**src/sv/char_lcd_nibble_sequencer_assert.svh**
```systemverilog
// Assertion macros for the character-LCD nibble sequencer.
// Included by the top level; needs no other file.
`ifndef CHAR_LCD_NIBBLE_SEQUENCER_ASSERT_SVH
`define CHAR_LCD_NIBBLE_SEQUENCER_ASSERT_SVH

// Same-cycle implication
`define LCDNS_ASSERT_NOW(lbl, clk, rst, ante, cons, msg) \
   lbl: assert property (@(posedge clk) disable iff (rst) (ante) |-> (cons)) else $error(msg);

// Next-cycle implication
`define LCDNS_ASSERT_NEXT(lbl, clk, rst, ante, cons, msg) \
   lbl: assert property (@(posedge clk) disable iff (rst) (ante) |=> (cons)) else $error(msg);

`endif

```
**src/sv/lcdns_pkg.sv**
```systemverilog
// Shared types, constants and the event table of the LCD nibble sequencer.
// No dependencies.
package lcdns_pkg;

   // Request codes as they arrive on the request channel
   typedef enum logic [2:0] {
      KIND_INIT   = 3'd0,
      KIND_CMD    = 3'd1,
      KIND_DATA   = 3'd2,
      KIND_CLEAR  = 3'd3,
      KIND_SSTART = 3'd4,
      KIND_SCHAR  = 3'd5,
      KIND_SEND   = 3'd6
   } kind_type;

   localparam logic [2:0] CMD_UNDEFINED = 3'd7;

   // Configuration register indexes
   localparam logic CSR_WRAP_COLUMN = 1'b0;
   localparam logic CSR_POWER_WAIT  = 1'b1;

   localparam int unsigned QUEUE_DEPTH = 2;
   localparam int unsigned EVENT_IDX_W = 4;

   localparam logic [7:0]  WRAP_COLUMN_RESET = 8'd7;
   localparam logic [15:0] POWER_WAIT_RESET  = 16'd15000;

   // Fixed bytes and nibbles of the controller protocol
   localparam logic [3:0] NIB_WAKE      = 4'h3;
   localparam logic [3:0] NIB_FOUR_BIT  = 4'h2;
   localparam logic [7:0] BYTE_FUNC_SET = 8'h28;
   localparam logic [7:0] BYTE_DISP_ON  = 8'h0E;
   localparam logic [7:0] BYTE_ENTRY    = 8'h06;
   localparam logic [7:0] BYTE_LINE_ONE = 8'h80;
   localparam logic [7:0] BYTE_LINE_TWO = 8'hC0;

   // Settle times in microseconds
   localparam logic [15:0] WAIT_WAKE_1   = 16'd5000;
   localparam logic [15:0] WAIT_WAKE_2   = 16'd150;
   localparam logic [15:0] WAIT_WAKE_3   = 16'd50;
   localparam logic [15:0] WAIT_FUNC_SET = 16'd140;
   localparam logic [15:0] WAIT_LONG     = 16'd5040;
   localparam logic [15:0] WAIT_CMD      = 16'd40;
   localparam logic [15:0] WAIT_DATA     = 16'd50;
   localparam logic [15:0] WAIT_ENTRY    = 16'd90;
   localparam logic [15:0] WAIT_SCHAR    = 16'd150;
   localparam logic [15:0] WAIT_LINE_TWO = 16'd140;
   localparam logic [15:0] WAIT_SEND     = 16'd150;

   // Classified request as it sits in the queue
   typedef struct packed {
      kind_type   kind;
      logic [7:0] value;
      logic       wrap;
   } job_type;

   // One bus event
   typedef struct packed {
      logic        strobe;
      logic        rs;
      logic [3:0]  nibble;
      logic [15:0] wait_us;
      logic        last;
   } event_type;

   // Configuration write bundle
   typedef struct packed {
      logic        we;
      logic        index;
      logic [15:0] wdata;
   } csr_type;

   // Back-end status for checking
   typedef struct packed {
      logic                   busy;
      logic [EVENT_IDX_W-1:0] idx;
   } back_status_type;

   // Half of a byte transfer: high nibble waits 0, low nibble carries the settle time
   function automatic event_type byte_half(logic rs, logic [7:0] value, logic high,
                                           logic [15:0] wait_us, logic last);
      event_type ev;
      ev.strobe  = 1'b1;
      ev.rs      = rs;
      ev.nibble  = high ? value[7:4] : value[3:0];
      ev.wait_us = high ? 16'd0 : wait_us;
      ev.last    = high ? 1'b0 : last;
      return ev;
   endfunction

   function automatic event_type plain_nibble(logic [3:0] nib, logic [15:0] wait_us);
      event_type ev;
      ev.strobe  = 1'b1;
      ev.rs      = 1'b0;
      ev.nibble  = nib;
      ev.wait_us = wait_us;
      ev.last    = 1'b0;
      return ev;
   endfunction

   // Event number idx of a job
   function automatic event_type event_at(job_type job, logic [EVENT_IDX_W-1:0] idx,
                                          logic [15:0] power_wait);
      event_type ev;
      ev = '{strobe: 1'b0, rs: 1'b0, nibble: 4'h0, wait_us: 16'd0, last: 1'b1};
      unique case (job.kind)
         KIND_INIT: begin
            unique case (idx)
               4'd0: ev = '{strobe: 1'b0, rs: 1'b0, nibble: 4'h0,
                            wait_us: power_wait, last: 1'b0};
               4'd1: ev = plain_nibble(NIB_WAKE, WAIT_WAKE_1);
               4'd2: ev = plain_nibble(NIB_WAKE, WAIT_WAKE_2);
               4'd3: ev = plain_nibble(NIB_WAKE, WAIT_WAKE_3);
               4'd4: ev = plain_nibble(NIB_FOUR_BIT, WAIT_WAKE_3);
               4'd5: ev = byte_half(1'b0, BYTE_FUNC_SET, 1'b1, WAIT_FUNC_SET, 1'b0);
               4'd6: ev = byte_half(1'b0, BYTE_FUNC_SET, 1'b0, WAIT_FUNC_SET, 1'b0);
               4'd7: ev = byte_half(1'b0, BYTE_DISP_ON, 1'b1, WAIT_LONG, 1'b1);
               4'd8: ev = byte_half(1'b0, BYTE_DISP_ON, 1'b0, WAIT_LONG, 1'b1);
               default: ;
            endcase
         end
         KIND_CMD:   ev = byte_half(1'b0, job.value, ~idx[0], WAIT_CMD, 1'b1);
         KIND_DATA:  ev = byte_half(1'b1, job.value, ~idx[0], WAIT_DATA, 1'b1);
         KIND_CLEAR: ev = byte_half(1'b0, BYTE_DISP_ON, ~idx[0], WAIT_LONG, 1'b1);
         KIND_SSTART: begin
            if (idx[1]) begin
               ev = byte_half(1'b0, BYTE_LINE_ONE, ~idx[0], WAIT_ENTRY, 1'b1);
            end else begin
               ev = byte_half(1'b0, BYTE_ENTRY, ~idx[0], WAIT_ENTRY, 1'b0);
            end
         end
         KIND_SCHAR: begin
            if (idx[1]) begin
               ev = byte_half(1'b0, BYTE_LINE_TWO, ~idx[0], WAIT_LINE_TWO, 1'b1);
            end else begin
               ev = byte_half(1'b1, job.value, ~idx[0], WAIT_SCHAR, ~job.wrap);
            end
         end
         KIND_SEND: ev = '{strobe: 1'b0, rs: 1'b0, nibble: 4'h0,
                           wait_us: WAIT_SEND, last: 1'b1};
         default: ;
      endcase
      return ev;
   endfunction

endpackage

```
**src/sv/lcdns_front.sv**
```systemverilog
// Front end: accepts requests, tracks the string position, classifies jobs.
// Depends on lcdns_pkg.
module lcdns_front (
   input  logic              clock,
   input  logic              reset,
   input  lcdns_pkg::csr_type csr,
   input  logic              accept,
   input  logic [2:0]        cmd,
   input  logic [7:0]        byte_value,
   output logic              push,
   output lcdns_pkg::job_type job,
   output logic [7:0]        string_position
);

   logic [7:0] wrap_column_ff, wrap_column_in;
   logic [7:0] position_ff, position_in;
   logic       is_schar, is_sstart;

   assign is_schar  = (cmd == lcdns_pkg::KIND_SCHAR);
   assign is_sstart = (cmd == lcdns_pkg::KIND_SSTART);

   // Classification; undefined code is dropped
   assign push       = accept && (cmd != lcdns_pkg::CMD_UNDEFINED);
   assign job.kind   = lcdns_pkg::kind_type'(cmd);
   assign job.value  = byte_value;
   assign job.wrap   = (position_ff == wrap_column_ff);

   // Position update with saturation
   always_comb begin
      position_in = position_ff;
      if (accept && is_sstart) begin
         position_in = 8'd0;
      end else if (accept && is_schar && (position_ff != 8'hFF)) begin
         position_in = position_ff + 8'd1;
      end
   end

   // Wrap column register
   always_comb begin
      wrap_column_in = wrap_column_ff;
      if (csr.we && (csr.index == lcdns_pkg::CSR_WRAP_COLUMN)) begin
         wrap_column_in = csr.wdata[7:0];
      end
   end

   always_ff @(posedge clock) begin
      if (reset) begin
         position_ff    <= 8'd0;
         wrap_column_ff <= lcdns_pkg::WRAP_COLUMN_RESET;
      end else begin
         position_ff    <= position_in;
         wrap_column_ff <= wrap_column_in;
      end
   end

   assign string_position = position_ff;

endmodule

```
**src/sv/lcdns_queue.sv**
```systemverilog
// Short job queue between front and back end.
// Depends on lcdns_pkg.
module lcdns_queue #(
   parameter int unsigned DEPTH = lcdns_pkg::QUEUE_DEPTH
) (
   input  logic               clock,
   input  logic               reset,
   input  logic               push,
   input  lcdns_pkg::job_type push_job,
   input  logic               pop,
   output logic               full,
   output logic               not_empty,
   output lcdns_pkg::job_type head_job
);

   localparam int unsigned PTR_W = (DEPTH > 1) ? $clog2(DEPTH) : 1;
   localparam int unsigned CNT_W = $clog2(DEPTH + 1);
   localparam logic [PTR_W-1:0] PTR_LAST = PTR_W'(DEPTH - 1);
   localparam logic [CNT_W-1:0] CNT_FULL = CNT_W'(DEPTH);

   lcdns_pkg::job_type mem_ff [DEPTH];
   logic [PTR_W-1:0] wr_ptr_ff, wr_ptr_in;
   logic [PTR_W-1:0] rd_ptr_ff, rd_ptr_in;
   logic [CNT_W-1:0] count_ff, count_in;
   logic             do_push, do_pop;

   assign full      = (count_ff == CNT_FULL);
   assign not_empty = (count_ff != '0);
   assign do_push   = push && !full;
   assign do_pop    = pop && not_empty;
   assign head_job  = mem_ff[rd_ptr_ff];

   // Pointer and fill-count update
   always_comb begin
      wr_ptr_in = wr_ptr_ff;
      rd_ptr_in = rd_ptr_ff;
      count_in  = count_ff;
      if (do_push) begin
         wr_ptr_in = (wr_ptr_ff == PTR_LAST) ? '0 : wr_ptr_ff + 1'b1;
      end
      if (do_pop) begin
         rd_ptr_in = (rd_ptr_ff == PTR_LAST) ? '0 : rd_ptr_ff + 1'b1;
      end
      unique case ({do_push, do_pop})
         2'b10:   count_in = count_ff + 1'b1;
         2'b01:   count_in = count_ff - 1'b1;
         default: count_in = count_ff;
      endcase
   end

   always_ff @(posedge clock) begin
      if (reset) begin
         wr_ptr_ff <= '0;
         rd_ptr_ff <= '0;
         count_ff  <= '0;
      end else begin
         wr_ptr_ff <= wr_ptr_in;
         rd_ptr_ff <= rd_ptr_in;
         count_ff  <= count_in;
      end
   end

   // Storage
   always_ff @(posedge clock) begin
      if (do_push) begin
         mem_ff[wr_ptr_ff] <= push_job;
      end
   end

endmodule

```
**src/sv/lcdns_back.sv**
```systemverilog
// Back end: steps through the events of the head job into the output register.
// Depends on lcdns_pkg.
module lcdns_back (
   input  logic                      clock,
   input  logic                      reset,
   input  lcdns_pkg::csr_type        csr,
   input  logic                      job_valid,
   input  lcdns_pkg::job_type        job,
   output logic                      pop,
   output logic                      rsp_valid,
   input  logic                      rsp_ready,
   output lcdns_pkg::event_type      rsp_event,
   output lcdns_pkg::back_status_type status
);

   logic [15:0] power_wait_ff, power_wait_in;
   logic [lcdns_pkg::EVENT_IDX_W-1:0] idx_ff, idx_in;
   logic                  valid_ff, valid_in;
   lcdns_pkg::event_type  event_ff, event_in;
   logic                  fire;

   // Next event of the head job
   assign event_in = lcdns_pkg::event_at(job, idx_ff, power_wait_ff);
   assign fire     = job_valid && (!valid_ff || rsp_ready);
   assign pop      = fire && event_in.last;

   always_comb begin
      idx_in   = idx_ff;
      valid_in = valid_ff && !rsp_ready;
      if (fire) begin
         idx_in   = event_in.last ? '0 : idx_ff + 1'b1;
         valid_in = 1'b1;
      end
   end

   // Power-up wait register
   always_comb begin
      power_wait_in = power_wait_ff;
      if (csr.we && (csr.index == lcdns_pkg::CSR_POWER_WAIT)) begin
         power_wait_in = csr.wdata;
      end
   end

   always_ff @(posedge clock) begin
      if (reset) begin
         idx_ff        <= '0;
         valid_ff      <= 1'b0;
         power_wait_ff <= lcdns_pkg::POWER_WAIT_RESET;
      end else begin
         idx_ff        <= idx_in;
         valid_ff      <= valid_in;
         power_wait_ff <= power_wait_in;
      end
   end

   // Output payload
   always_ff @(posedge clock) begin
      if (fire) begin
         event_ff <= event_in;
      end
   end

   assign rsp_valid   = valid_ff;
   assign rsp_event   = event_ff;
   assign status.busy = job_valid;
   assign status.idx  = idx_ff;

endmodule

```
**src/sv/char_lcd_nibble_sequencer.sv**
```systemverilog
// Character-LCD 4-bit bus sequencer: a request is taken when the job queue has room; its
// first event passes through a queue entry and then the output register to the response side.
// The back end issues one event per cycle while a job is queued and the response side is
// ready; a request gives 1 to 9 events (init 9, string start 4, string char 2 or 4, end 1,
// others 2), and QUEUE_DEPTH jobs buffer in between. Synchronous active-high reset empties
// the queue, zeroes the string position and loads wrap column 7 and power-up wait 15000 us.
module char_lcd_nibble_sequencer #(
   parameter int unsigned QUEUE_DEPTH = lcdns_pkg::QUEUE_DEPTH
) (
   input  logic        clock,
   input  logic        reset,
   input  logic        req_tvalid,
   output logic        req_tready,
   input  logic [7:0]  req_tdata,   // [7:0] byte_value
   input  logic [2:0]  req_tuser,   // [2:0] cmd
   output logic        rsp_tvalid,
   input  logic        rsp_tready,
   output logic [23:0] rsp_tdata,   // [3:0] nibble, [19:4] wait_us, [23:20] zero
   output logic [1:0]  rsp_tuser,   // [0] strobe_res, [1] select_data
   output logic        rsp_tlast,
   input  logic        csr_we,
   input  logic        csr_index,
   input  logic [15:0] csr_wdata
);

   lcdns_pkg::csr_type         csr;
   lcdns_pkg::job_type         push_job, head_job;
   lcdns_pkg::event_type       rsp_event;
   lcdns_pkg::back_status_type back_status;
   logic       accept, push, pop, q_full, q_not_empty;
   logic [7:0] string_position;

   assign csr.we    = csr_we;
   assign csr.index = csr_index;
   assign csr.wdata = csr_wdata;

   assign req_tready = !q_full;
   assign accept     = req_tvalid && req_tready;

   lcdns_front u_front (
      .clock           (clock),
      .reset           (reset),
      .csr             (csr),
      .accept          (accept),
      .cmd             (req_tuser),
      .byte_value      (req_tdata),
      .push            (push),
      .job             (push_job),
      .string_position (string_position)
   );

   lcdns_queue #(
      .DEPTH (QUEUE_DEPTH)
   ) u_queue (
      .clock     (clock),
      .reset     (reset),
      .push      (push),
      .push_job  (push_job),
      .pop       (pop),
      .full      (q_full),
      .not_empty (q_not_empty),
      .head_job  (head_job)
   );

   lcdns_back u_back (
      .clock     (clock),
      .reset     (reset),
      .csr       (csr),
      .job_valid (q_not_empty),
      .job       (head_job),
      .pop       (pop),
      .rsp_valid (rsp_tvalid),
      .rsp_ready (rsp_tready),
      .rsp_event (rsp_event),
      .status    (back_status)
   );

   // Response packing
   assign rsp_tdata = {4'd0, rsp_event.wait_us, rsp_event.nibble};
   assign rsp_tuser = {rsp_event.rs, rsp_event.strobe};
   assign rsp_tlast = rsp_event.last;

`include "char_lcd_nibble_sequencer_assert.svh"

   `LCDNS_ASSERT_NOW(a_full_blocks_req, clock, reset, q_full, !req_tready, "ready while queue full")
   `LCDNS_ASSERT_NEXT(a_sstart_clears_pos, clock, reset,
      accept && (req_tuser == lcdns_pkg::KIND_SSTART), string_position == 8'd0,
      "string start left position nonzero")
   `LCDNS_ASSERT_NOW(a_mid_job_has_head, clock, reset, back_status.idx != '0,
      back_status.busy, "event index mid-job with empty queue")
   `LCDNS_ASSERT_NEXT(a_pop_loads_last, clock, reset, pop, rsp_tvalid && rsp_tlast,
      "job retired without last event")

endmodule

```
**config.mk**
```make
export PLATFORM = sky130hd
export DESIGN_NAME = char_lcd_nibble_sequencer
export DESIGN_NICKNAME = d
export VERILOG_FILES = /design/src/sv/lcdns_pkg.sv /design/src/sv/lcdns_front.sv /design/src/sv/lcdns_queue.sv /design/src/sv/lcdns_back.sv /design/src/sv/char_lcd_nibble_sequencer.sv
export VERILOG_INCLUDE_DIRS = /design/src /design/src/sv
export SDC_FILE = /design/constraint.sdc
export NUM_CORES = 1
export LEC_CHECK = 0
export BUFFER_PORTS_ARGS = -buffer_cell sky130_fd_sc_hd__buf_4
export CAP_MARGIN = 20
export CORE_UTILIZATION = 40
export DETAILED_ROUTE_END_ITERATION = 10
export PLACE_DENSITY_LB_ADDON = 0.1
export SYNTH_ARGS = -nofsm -noshare
export SYNTH_HDL_FRONTEND = slang
export SYNTH_HIERARCHICAL = 1
export SYNTH_SLANG_ARGS = --single-unit
```
**constraint.sdc**
```tcl
create_clock -name clock -period 4.5 [get_ports clock]
set_clock_uncertainty 0.05 [all_clocks]
set_input_delay 0.45 -clock clock [delete_from_list [all_inputs] [get_ports clock]]
set_output_delay 0.45 -clock clock [all_outputs]
set_load 0.01 [all_outputs]
```
==> impl.org, run 1 <==
** Timing
- At the pin with the least slew margin, the transition time is about 0.75 ns.
- Setup violations remaining at the end of the flow were counted as 0.
- Maximum achievable frequency :: between 0.2 and 0.3 GHz
- Setup repair after global routing left no endpoint under its margin.
- Setup slack on the critical path of the routed design comes to between 1 and 1.5 ns.
- Total negative slack for setup checks :: 0 ns
- The routed design could run at a clock period as short as about 3.5 ns.
- The number of max-slew violations in the final report was 0.
- Final worst-path cycle share :: between 70% and 80%
- Relative slew slack :: 49.8%
- The number of hold violations in the final report is 0.
- Across all hold checks on the routed design, the worst slack comes to approximately 0.22 ns.

** Synthesis
- Syn avg cell area :: about 10 um^2
- The cell count after synthesis came out at 434.
- Synthesis Warnings :: 6
- The synthesized netlist occupies a cell area of about 4400 um^2.

** Cells and area
- Registers take around 2300 um^2.
- Antenna fix cells :: 0
- Fin nets :: 508
- Layout cell share with drive strength beyond 1 :: around a fifth
- Compared with the post-synthesis result, the final layout area differs by 13.7%.
- For this run, the share of the core covered by cells in the final layout is between 40% and 50%.
- Footprint of the multi-input gates :: approximately 1900 um^2
- Fill cell instance count of the final layout :: ~1000

** Route
- The first detailed-routing pass took 4 iterations.
- Via total after detailed routing :: ~3200
- Via-to-Cell Ratio :: about 5.2
- Routed WL per cell :: approximately 16 um
- For this run, design rule violations remaining after detail routing come to 0.
- After detailed routing, the total wire length is around 9.5 mm.
- For this block, the initial DRC count from the detailed router was 183.
- The count of nets left with antenna violations once routing finished came out at 0.

** CTS
- In this run, post-CTS hold repair placed 0 buffers.
- Clock latency reported for the late side of the worst-skew pair :: between 0.3 and 0.4 ns
- The H-tree was split into 3 levels.
- Gates resized during post-CTS repair numbered 0.
- The clock net in this run drives a total of 89 sinks.
- Clock input transition at the sequential cells of the worst setup and hold paths :: around 0.10 ns
- Root buffer cell :: clkbuf_8
- Once the clock tree was built, the setup fixing pass inserted 0 buffers.
- TritonCTS built the clock tree.
- The clock passes through at most 2 buffers.
- In this run, CTS created clock tree buffers numbering 9.

** GRT
- The first global-routing pass estimated between 15 and 20 mm of wire.
- Global-route total usage across every layer :: 17.7%
- Via count of the first global-routing pass :: slightly above 3000
- Entering global routing, the biggest net connects 39 pins.
- For this run the aggregate overflow at the end of global routing stands at 0.
- Antenna violations before repair :: 0

** Setup path
- Type of origin of the critical path :: register
- Setup Crit Path Kind :: reg2reg
- In this run the worst path has a maximum fanout of 16.
- At the worst endpoint, the arrival time is ~3.7 ns.
- Data required time at the worst endpoint :: between 4 and 5 ns
- The worst setup path is captured at a register.

** Die
- For this configuration, the core starts out at a cell density of a little over two fifths.
- From bottom edge to top edge, the die measures 107 um.
- Pin placement for this block handled 62 I/O pins.
- The initialized floorplan defines 37 standard-cell rows.
- Core Area :: between 10000 and 15000 um^2
- Width of the die :: ~110 um
- Die footprint :: between 10000 and 15000 um^2

** Placement
- Post-place setup slack :: about 1.1 ns
- DP Wirelength :: between 6 and 7 mm
- At the end of routability-driven placement, the weighted congestion stood at roughly 0.87.
- Count of input and output buffers :: 57

** Outcome
- Result of the run :: complete, no violations

** Hold path
- The tightest min-delay check is of the in2reg type.

** Power
- Power comes to roughly 0.0024 W.
- The worst-case IR drop observed on VDD is 158 uV.
- Pleak :: around 1.8 nW
- Power Density :: 474 nW/um^2

** Job
- Count of max-cap constraint violations :: 0
area by class of cell:
class                           instances  share of cell area [%]
Multi-Input combinational cell        295                    37.6
Clock buffer                           10                    2.76
Tap cell                              136                    3.41
Inverter                               16                    1.21
Timing Repair Buffer                   58                    8.74
Clock inverter                          6                    1.13
Sequential cell                        89                    45.2
path summary, 6_finish.rpt:
kind	startpoint	end	slack (ns)	cells after the start
setup / recovery	u_back/idx_ff[0]	u_queue/count_ff[1]	1.03	10
hold / removal	req_tdata[1]	u_queue/mem_ff[0][2]	0.22	1
setup reg to reg	u_back/idx_ff[0]	u_queue/count_ff[1]	1.03	10
hold reg to reg	u_back/power_wait_ff[0]	u_back/power_wait_ff[0]	0.41	2
report_power, final:
| part | switching (W) | total [W] | internal [W] |
|---|---|---|---|
| logic | 0.000409 | 0.000709 | 0.000300 |
| registers | 0.0000705 | 0.00110 | 0.00103 |
| clock network | 0.000323 | 0.000553 | 0.000230 |
critical path, cell delays in order (launching register included):
cell and delay (ns):
dfxtp_1 0.75, inv_1 0.26, ha_1 0.38, nor4_2 0.50, a211oi_2 0.15, o21ai_1 0.26, and2_1 0.16, o21a_1 0.15
ha_1 0.27, or3_1 0.35, a21oi_1 0.13
layout by cell type (no fill, tap or decap), types with 2 or more instances in the layout:
cell type	n
nand4_1	3
nor3_1	2
clkbuf_8	10
a31oi_1	5
mux2i_1	8
or3_1	4
a311oi_1	2
nor3b_1	2
buf_4	58
conb_1	4
and2_1	10
edfxtp_1	47
nor2b_1	10
nor2_1	20
o221ai_1	2
nand3b_1	13
a21boi_0	2
ha_1	6
xor2_1	2
o21ai_0	13
a21oi_1	37
nand3_1	11
inv_6	3
nand2_1	68
inv_1	15
o21a_1	3
inv_8	2
nand2b_1	3
o2111ai_1	5
dfxtp_1	42
o21bai_1	2
xnor2_1	11
o22ai_1	2
mux2_2	13
and3_1	3
metal layers:
layer | global-route usage [%] | share of wire, %
met5 | 0 | 0
met4 | 7.34 | 2.2
met1 | 23.9 | 48
met2 | 26.7 | 45
met3 | 4.62 | 4.6
registers in the layout, indices dropped and copies added, names as in the netlist, named ones only:
name                     cells
u_back/rsp_valid             1
u_queue/wr_ptr_ff            1
u_front/wrap_column_ff       8
u_back/rsp_event            23
u_queue/rd_ptr_ff            1
u_back/idx_ff                4
u_queue/count_ff             2
u_back/power_wait_ff        16
u_front/string_position      8
u_queue/mem_ff              24
stage by stage:
| stage | instance area (um^2) | instances |
|---|---|---|
| after floorplan | 4390 | 437 |
| after global placement | 4790 | 594 |
| after detailed placement | 4790 | 594 |
| after CTS | 4980 | 610 |
| after global routing | 4980 | 610 |
| final | 4980 | 610 |
Power figures use the tool's default switching activity.
==> run 2: changes to the inputs <==
==> constraint.sdc (replaced) <==
create_clock -name clock -period 3.1 [get_ports clock]
set_clock_uncertainty 0.05 [all_clocks]
set_input_delay 0.31 -clock clock [delete_from_list [all_inputs] [get_ports clock]]
set_output_delay 0.31 -clock clock [all_outputs]
set_load 0.01 [all_outputs]
==> impl.org, run 2 (synthesis gave the netlist of run 1 again) <==
** CTS
- Clock input transition at the sequential cells of the worst setup and hold paths :: 0.09 ns (was 0.10 ns)
- The hold buffer count at CTS was 0 (unchanged).
- The CTS root buffer is clkbuf_8 (unchanged).
- The worst-skew pair later-pin latency is 0.35 ns (was 0.36 ns).
- The H-tree depth reported by CTS is 3 (unchanged).
- Maximum root-to-sink buffer count :: 2 (unchanged)
- Inserted Clock Buffers :: 9 (unchanged)
- The TritonCTS clock tree was yes (unchanged).
- The TritonCTS sink count was 89 (unchanged).

** Cells and area
- The final cell utilization of the core is 48.9% (was 47.6%).
- Leading cell type in the layout, fill and taps excluded :: buf_4 (was nand2_1)
- The area of combinational cells with multiple inputs is 1880 um^2 (was 1870 um^2).
- Fill cell instance count of the final layout :: 1013 (was 1007)
- The number of nets in the final layout was 525 (was 508).
- Antenna fix cells :: 0 (unchanged)
- The storage element area is 2250 um^2 (unchanged).
- The largest register by flop count was u_queue/mem_ff (unchanged).
- The ratio of cells with drive above 1 in the final layout is 23.2% (was 20.9%).
- Most used cells in the layout excluding fill and tap cells :: buf_4 (75), nand2_1 (68), edfxtp_1 (47) (was nand2_1 (68), buf_4 (58), edfxtp_1 (47))
- Flip-flop count of the largest register after layout :: 24 (unchanged)
- Synth-to-Final Area Change :: 16.7% (was 13.7%)

** Hold path
- The class of the tightest hold or removal check is in2reg (unchanged).

** Setup path
- The type of the setup path with the least slack is reg2reg (unchanged).
- The kind of start point of the critical path is a register (unchanged).
- The worst path required time is 3.33 ns (was 4.75 ns).
- Worst-path cell chain: mux2_2, or3_1, o32a_1, o21ai_1, and2_1, o21a_1, ha_1, or3_1, a21oi_1 (was inv_1, ha_1, nor4_2, a211oi_2, o21ai_1, and2_1, o21a_1, ha_1, or3_1, a21oi_1).
- The critical path's slowest cell is mux2_2 (was dfxtp_1).
- Reg-to-reg setup timing slack :: 0.23 ns (was 1.03 ns)
- CP arrival :: 3.11 ns (was 3.72 ns)
- Most frequent CP cell :: or3_1 (was ha_1)
- CP Max Fanout :: 10 (was 16)
- Crit-path max cell delay :: 0.46 ns (was 0.75 ns)
- Critical Path Sink Type :: register (unchanged)

** Route
- DRC errors left :: 0 (unchanged)
- The starting DRC count in detailed routing came to 179 (was 183).
- Via total after detailed routing :: 3264 (was 3179)
- First-pass iteration count of the detailed router :: 5 (was 4)
- The total wire length came to 9.29 mm (was 9.54 mm).
- Routed WL per cell :: 14.8 um (was 15.6 um)
- Via-to-Cell Ratio :: 5.21 (about the same)
- The final antenna-violating net count is 0 (unchanged).

** Die
- The starting density of the core came to 41.9% (unchanged).
- Top Ports :: 62 (unchanged)
- The core outline area was 10500 um^2 (unchanged).
- The die boundary height is 107 um (unchanged).
- The area of the die came to 11400 um^2 (unchanged).
- The floorplan die width was 107 um (unchanged).
- The number of core rows came to 37 (unchanged).

** GRT
- Via count of the first global-routing pass :: 3071 (was 3055)
- Grt total ovfl :: 0 (unchanged)
- Global-route total usage across every layer :: 17.3% (was 17.7%)
- The number of antenna violations at the first check in global routing came to 0 (unchanged).
- The wire length of the first global-routing pass was 15.3 mm (was 15.6 mm).
- The pin count of the biggest net entering global routing came to 39 (unchanged).

** Power
- Sequential share of power :: 44.7% (was 46.6%)
- The fraction of power consumed by the clock network was 22.5% (was 23.4%).
- Pleak :: 1.92 nW (was 1.84 nW)
- The net switching component of the power came to 0.00112 W (was 0.000802 W).
- Switching part of the total power :: 32.0% (was 34.0%)
- Power Density :: 683 nW/um^2 (was 474 nW/um^2)
- The logic gate share of total power was 32.8% (was 30.0%).
- Cell internal pwr :: 0.00237 W (was 0.00156 W)
- The maximum ir drop on the vdd rail came to 420 uV (was 158 uV).

** Placement
- The weighted congestion at the end of routability-driven global placement is 0.884 (was 0.870).
- DP Wirelength :: 6.62 mm (was 6.69 mm)
- Count of input and output buffers :: 57 (unchanged)

** Job
- The number of violations of the max-capacitance limit was 0 (unchanged).

** Timing
- The final cycle utilization of the critical path was 92.7% (was 77.1%).
- Final setup violation count :: 0 (unchanged)
- The number of max-slew violations in the final report is 0 (unchanged).
- The worst max-slew margin expressed relative to the limit was 62.1% (was 49.8%).
- The total negative setup slack was 0 ns (unchanged).
- Final hold slack :: 0.0843 ns (was 0.217 ns)
- Minimum period implied by the final worst setup slack :: 2.87 ns (was 3.47 ns)
- The transition time at the pin with the least slew margin is 0.568 ns (was 0.752 ns).
- The number of hold violations in the final report was 0 (unchanged).
- The maximum clock frequency was 0.348 GHz (was 0.288 GHz).
- Unrepaired setup endpoints after global routing :: false (unchanged)

** Outcome
- Result of the run: complete, no violations (unchanged).
[run 2: cell types whose count changed in the layout (fill, tap and decap cells not counted)]
cell and delta:
bufinv_16 +1, inv_8 -2, mux2_2 -1, mux2_4 +1
inv_6 -1, clkbuf_8 -1, clkinv_2 +1, buf_4 +17
clkinv_1 +2
[run 2: final cells by class]
| class | instances | share of cell area (%) |
|---|---|---|
| flip-flops and latches | 89 | 44.1 |
| multi-input cells | 295 | 36.7 |
| repair buffers | 75 | 11.0 |
| well taps | 136 | 3.33 |
| clock buffers | 9 | 2.42 |
| clock inverters | 7 | 1.32 |
| inverters | 16 | 1.17 |
[run 2: worst max-delay path: cells and delay by family (launching register included)]
family / cells / cell delay [ns]
adders and majority gates: 1 / 0.27
DFF: 1 / 0.44
muxes: 1 / 0.46
and+or+nand+nor: 3 / 0.88
AOI/OAI and AO/OA: 4 / 0.72
[run 2: timing repair]
item / 4_1_cts / 5_1_grt
endpoints found under the setup margin: 0 / 1
gates resized for setup: 0 / 1
setup buffers: 0 / 2
[run 2: power groups by stage]
stage	logic [W]	clock network, W	registers [W]
2_1_floorplan	0.000622	0	0.00165
3_3_place_gp	0.00113	0	0.00159
3_5_place_dp	0.00113	0	0.00159
4_1_cts	0.00113	0.000816	0.00157
5_1_grt	0.00126	0.000873	0.00158
6_report	0.00115	0.000785	0.00156
[run 2: per-stage QoR]
step / instance area [um^2] / setup WS [ns] / std cells / power (W)
floorplan: 4390 / 0.202 / 437 / 0.00227
global placement: 4900 / 0.281 / 609 / 0.00272
detailed placement: 4900 / 0.203 / 609 / 0.00272
CTS: 5090 / 0.180 / 625 / 0.00352
global route: 5110 / 0.0310 / 627 / 0.00372
finish: 5110 / 0.226 / 627 / 0.00349
[run 2: metal layers]
metal / vias up / part of all wire (%) / global-route usage, %
met5: - / 0 / 0
met4: 0 / 0.66 / 4.99
met3: 5 / 4.7 / 4.13
met2: 76 / 48 / 27.5
met1: 1545 / 47 / 23.3
li1: 1638 / - / -
[run 2: final timing paths]
| kind | start | endpoint | cells past startpoint |
|---|---|---|---|
| worst min register to register | u_back/power_wait_ff[14] | u_back/power_wait_ff[14] | 2 |
| worst max register to register | register | u_queue/count_ff[1] | 9 |
| worst max-delay path | register | u_queue/count_ff[1] | 9 |
| worst min-delay path | req_tdata[7] | u_queue/mem_ff[0][8] | 1 |
==> run 3: changes to the inputs <==
--- a/config.mk
+++ b/config.mk
@@ -9,8 +9,10 @@
 export BUFFER_PORTS_ARGS = -buffer_cell sky130_fd_sc_hd__buf_4
 export CAP_MARGIN = 20
 export CORE_UTILIZATION = 40
+export CTS_BUF_LIST = sky130_fd_sc_hd__clkbuf_8 sky130_fd_sc_hd__clkbuf_16
 export DETAILED_ROUTE_END_ITERATION = 10
-export PLACE_DENSITY_LB_ADDON = 0.1
+export HOLD_SLACK_MARGIN = 0.1
+export PLACE_DENSITY = 0.67
 export SYNTH_ARGS = -nofsm -noshare
 export SYNTH_HDL_FRONTEND = slang
 export SYNTH_HIERARCHICAL = 1
==> impl.org, run 3 (synthesis gave the netlist of run 1 again) <==
** Cells and area
- The number of filler cells placed in the layout is 1018 (was 1013).
- Total non-filler cell area in the finished layout :: 5160 um^2 (was 5110 um^2)
- Post-route insts no fill :: 630 (was 627)
- The number of nets in the final layout was 528 (was 525).
- Synth-to-Final Area Change :: 17.8% (was 16.7%)
- Antenna fix cells :: 0 (unchanged)
- Reg with most FFs :: u_queue/mem_ff (unchanged)
- Most used cells in the layout excluding fill and tap cells: buf_4 (68), nand2_1 (68), edfxtp_1 (47) (was buf_4 (75), nand2_1 (68), edfxtp_1 (47)).
- The ratio of cells with drive above 1 in the final layout is 21.9% (was 23.2%).
- The flip-flop count of the largest register, all copies and words added is 24 (unchanged).

** Timing
- Minimum period implied by the final worst setup slack :: 2.91 ns (was 2.87 ns)
- Unrepaired setup endpoints after global routing :: false (unchanged)
- The final cycle utilization of the critical path is 94.0% (was 92.7%).
- The worst max-slew margin expressed relative to the limit was 61.5% (was 62.1%).
- Hold Fails Final Rpt :: 0 (unchanged)
- Slew of the pin with the lowest slew margin :: 0.577 ns (was 0.568 ns)
- The final number of setup-violating endpoints came to 0 (unchanged).
- The number of max-slew violations in the final report came to 0 (unchanged).
- Maximum achievable frequency :: 0.343 GHz (was 0.348 GHz)
- Total negative slack for setup checks :: 0 ns (unchanged)

** Route
- The final antenna-violating net count came to 0 (unchanged).
- Post-Route WL :: 9.28 mm (was 9.29 mm)
- The starting DRC count in detailed routing was 168 (was 179).
- Detailed-routed wire length on met3 :: 409 um (was 440 um)
- The number of remaining DRC errors is 0 (unchanged).
- The total iterations of the first detailed-routing run came to 4 (was 5).
- Highest signal layer in the routed design :: met4 (unchanged)
- Total length of routed met2 wires :: 4.46 mm (unchanged)
- Via-to-Cell Ratio :: 5.21 (about the same)
- Via total after detailed routing :: 3284 (was 3264)
- Routed WL per cell :: 14.7 um (was 14.8 um)
- The met1 layer wirelength in the final routing is 4.16 mm (was 4.32 mm).

** Job
- Count of max-cap constraint violations :: 0 (unchanged)

** GRT
- Grt total ovfl :: 0 (unchanged)
- The wire length of the first global-routing pass came to 14.8 mm (was 15.3 mm).
- Maximum number of pins on one net before global-route repair :: 39 (unchanged)
- The overall global routing resource usage is 16.7% (was 17.3%).
- Via count of the first global-routing pass :: 3149 (was 3071)
- The number of antenna violations at the first check in global routing came to 0 (unchanged).

** Setup path
- The worst path required time is 3.35 ns (was 3.33 ns).
- The data arrival at the endpoint of the critical path was 3.16 ns (was 3.11 ns).
- The kind of start point of the critical path is a register (unchanged).
- The type of the setup path with the least slack is reg2reg (unchanged).
- The largest fanout on the critical path was 12 (was 10).
- Worst reg2reg path endpoint :: u_queue/count_ff[1] (unchanged)
- The kind of capture point of the worst setup path was a register (unchanged).
- The depth of the worst register-to-register path came to 9 (unchanged).
- Reg-to-reg setup timing slack :: 0.19 ns (was 0.23 ns)

** Power
- The leakage dissipation is 1.92 nW (about the same).
- The maximum ir drop on the vdd rail is 234 uV (was 420 uV).
- Power Density :: 668 nW/um^2 (was 683 nW/um^2)
- Net Switching :: 0.00110 W (was 0.00112 W)
- Proportion of power drawn by the clock network :: 22.8% (was 22.5%)
- The sequential group share of total power came to 45.4% (was 44.7%).
- Cell internal pwr :: 0.00235 W (was 0.00237 W)
- Gate power share :: 31.8% (was 32.8%)
- Switching part of the total power :: 31.9% (was 32.0%)

** Hold path
- Hold Path End :: u_back/power_wait_ff[13] (was u_queue/mem_ff[0][8])
- The class of the tightest hold or removal check was in2reg (unchanged).
- The hold path depth was 3 (was 1).
- Worst min-delay path startpoint :: csr_wdata[13] (was req_tdata[7])

** Placement
- The weighted congestion at the end of routability-driven global placement was 0.875 (was 0.884).
- The number of I/O port buffers was 57 (unchanged).
- The number of placed instances with taps included is 604 (was 609).
- Cell area after placement :: 4860 um^2 (was 4900 um^2)
- The estimated wirelength of the detail-placed design was 6.71 mm (was 6.62 mm).

** Die
- The number of core rows is 37 (unchanged).
- The floorplan die width is 107 um (unchanged).
- The area of the die is 11400 um^2 (unchanged).
- The core outline area came to 10500 um^2 (unchanged).
- The starting density of the core is 41.9% (unchanged).
- The total I/O pin count is 62 (unchanged).
- The die boundary height came to 107 um (unchanged).

** CTS
- The CTS root buffer is clkbuf_8 (unchanged).
- The number of buffers inserted during clock tree synthesis was 9 (unchanged).
- Clock sinks :: 89 (unchanged)
- Clock input transition at the sequential cells of the worst setup and hold paths :: 0.09 ns (about the same)
- The H-tree depth reported by CTS came to 3 (unchanged).
- The worst-skew pair later-pin latency is 0.36 ns (was 0.35 ns).
- The maximum root-to-sink buffer count is 2 (unchanged).
- TritonCTS clock tree :: yes (unchanged)

** Outcome
- Result of the run :: complete, no violations (unchanged)
-- run 3: changes by cell type in the layout (fill, tap and decap cells not counted) --
cell           delta
clkinvlp_4        +2
nor2_1            -1
inv_6             -1
buf_4             -7
dlygate4sd3_1    +10
clkinv_2          -1
nor2_2            +1
-- run 3: per-layer routing --
layer	up-vias	track usage (%)
met5	-	0
met3	18	3.77
li1	1640	-
met2	75	27.4
met4	0	8.12
met1	1551	20.8
-- run 3: worst max path at each step --
stage,from,end,slack (ns),cells past startpoint
finish,register,u_queue/count_ff[1],0.19,9
global route,register,u_queue/count_ff[1],0.009,9
CTS,register,u_queue/count_ff[1],0.14,9
detailed placement,register,u_queue/count_ff[1],0.17,9
global placement,register,u_queue/count_ff[1],0.21,9
floorplan,register,u_queue/count_ff[1],0.20,11
-- run 3: through the flow --
step	power (W)	hold WS, ns	setup WS (ns)	util [%]
after floorplan	0.00227	0.329	0.202	-
after global routing	0.00364	0.100	0.00944	49.4
after global placement	0.00268	0.390	0.208	46.5
after detailed placement	0.00268	0.394	0.172	46.5
after CTS	0.00348	0.100	0.139	49.3
final	0.00345	0.113	0.185	49.4
-- run 3: power by group through the flow --
stage          sequential (W)  clock, W  combinational, W
3_3_place_gp          0.00159         0           0.00109
5_1_grt               0.00159  0.000855           0.00120
4_1_cts               0.00157  0.000806           0.00110
6_report              0.00157  0.000787           0.00110
2_1_floorplan         0.00165         0          0.000622
3_5_place_dp          0.00160         0           0.00109
-- run 3: critical path, stage by stage (launching register included) --
cell and delay [ns]:
dfxtp_1 0.44, mux2_2 0.47, or3_1 0.39, o32a_1 0.25
o21ai_1 0.16, and2_1 0.16, o21a_1 0.16, ha_1 0.27
or3_1 0.35, a21oi_1 0.14
-- run 3: what timing repair did --
action	4_1_cts	5_1_grt
endpoints found under the hold margin	18	0
hold buffers	10	0
resized for setup	0	2
buffers inserted	0	0
setup endpoints to repair	0	1
-- run 3: area by class of cell --
cell class | instances | area (um^2) | area share, %
clock buffers | 9 | 124 | 2.40
clock inverters | 7 | 68.8 | 1.33
inverters | 16 | 60.1 | 1.16
multi-input cells | 295 | 1880 | 36.4
flip-flops and latches | 89 | 2250 | 43.6
well taps | 136 | 170 | 3.30
repair buffers | 78 | 611 | 11.8
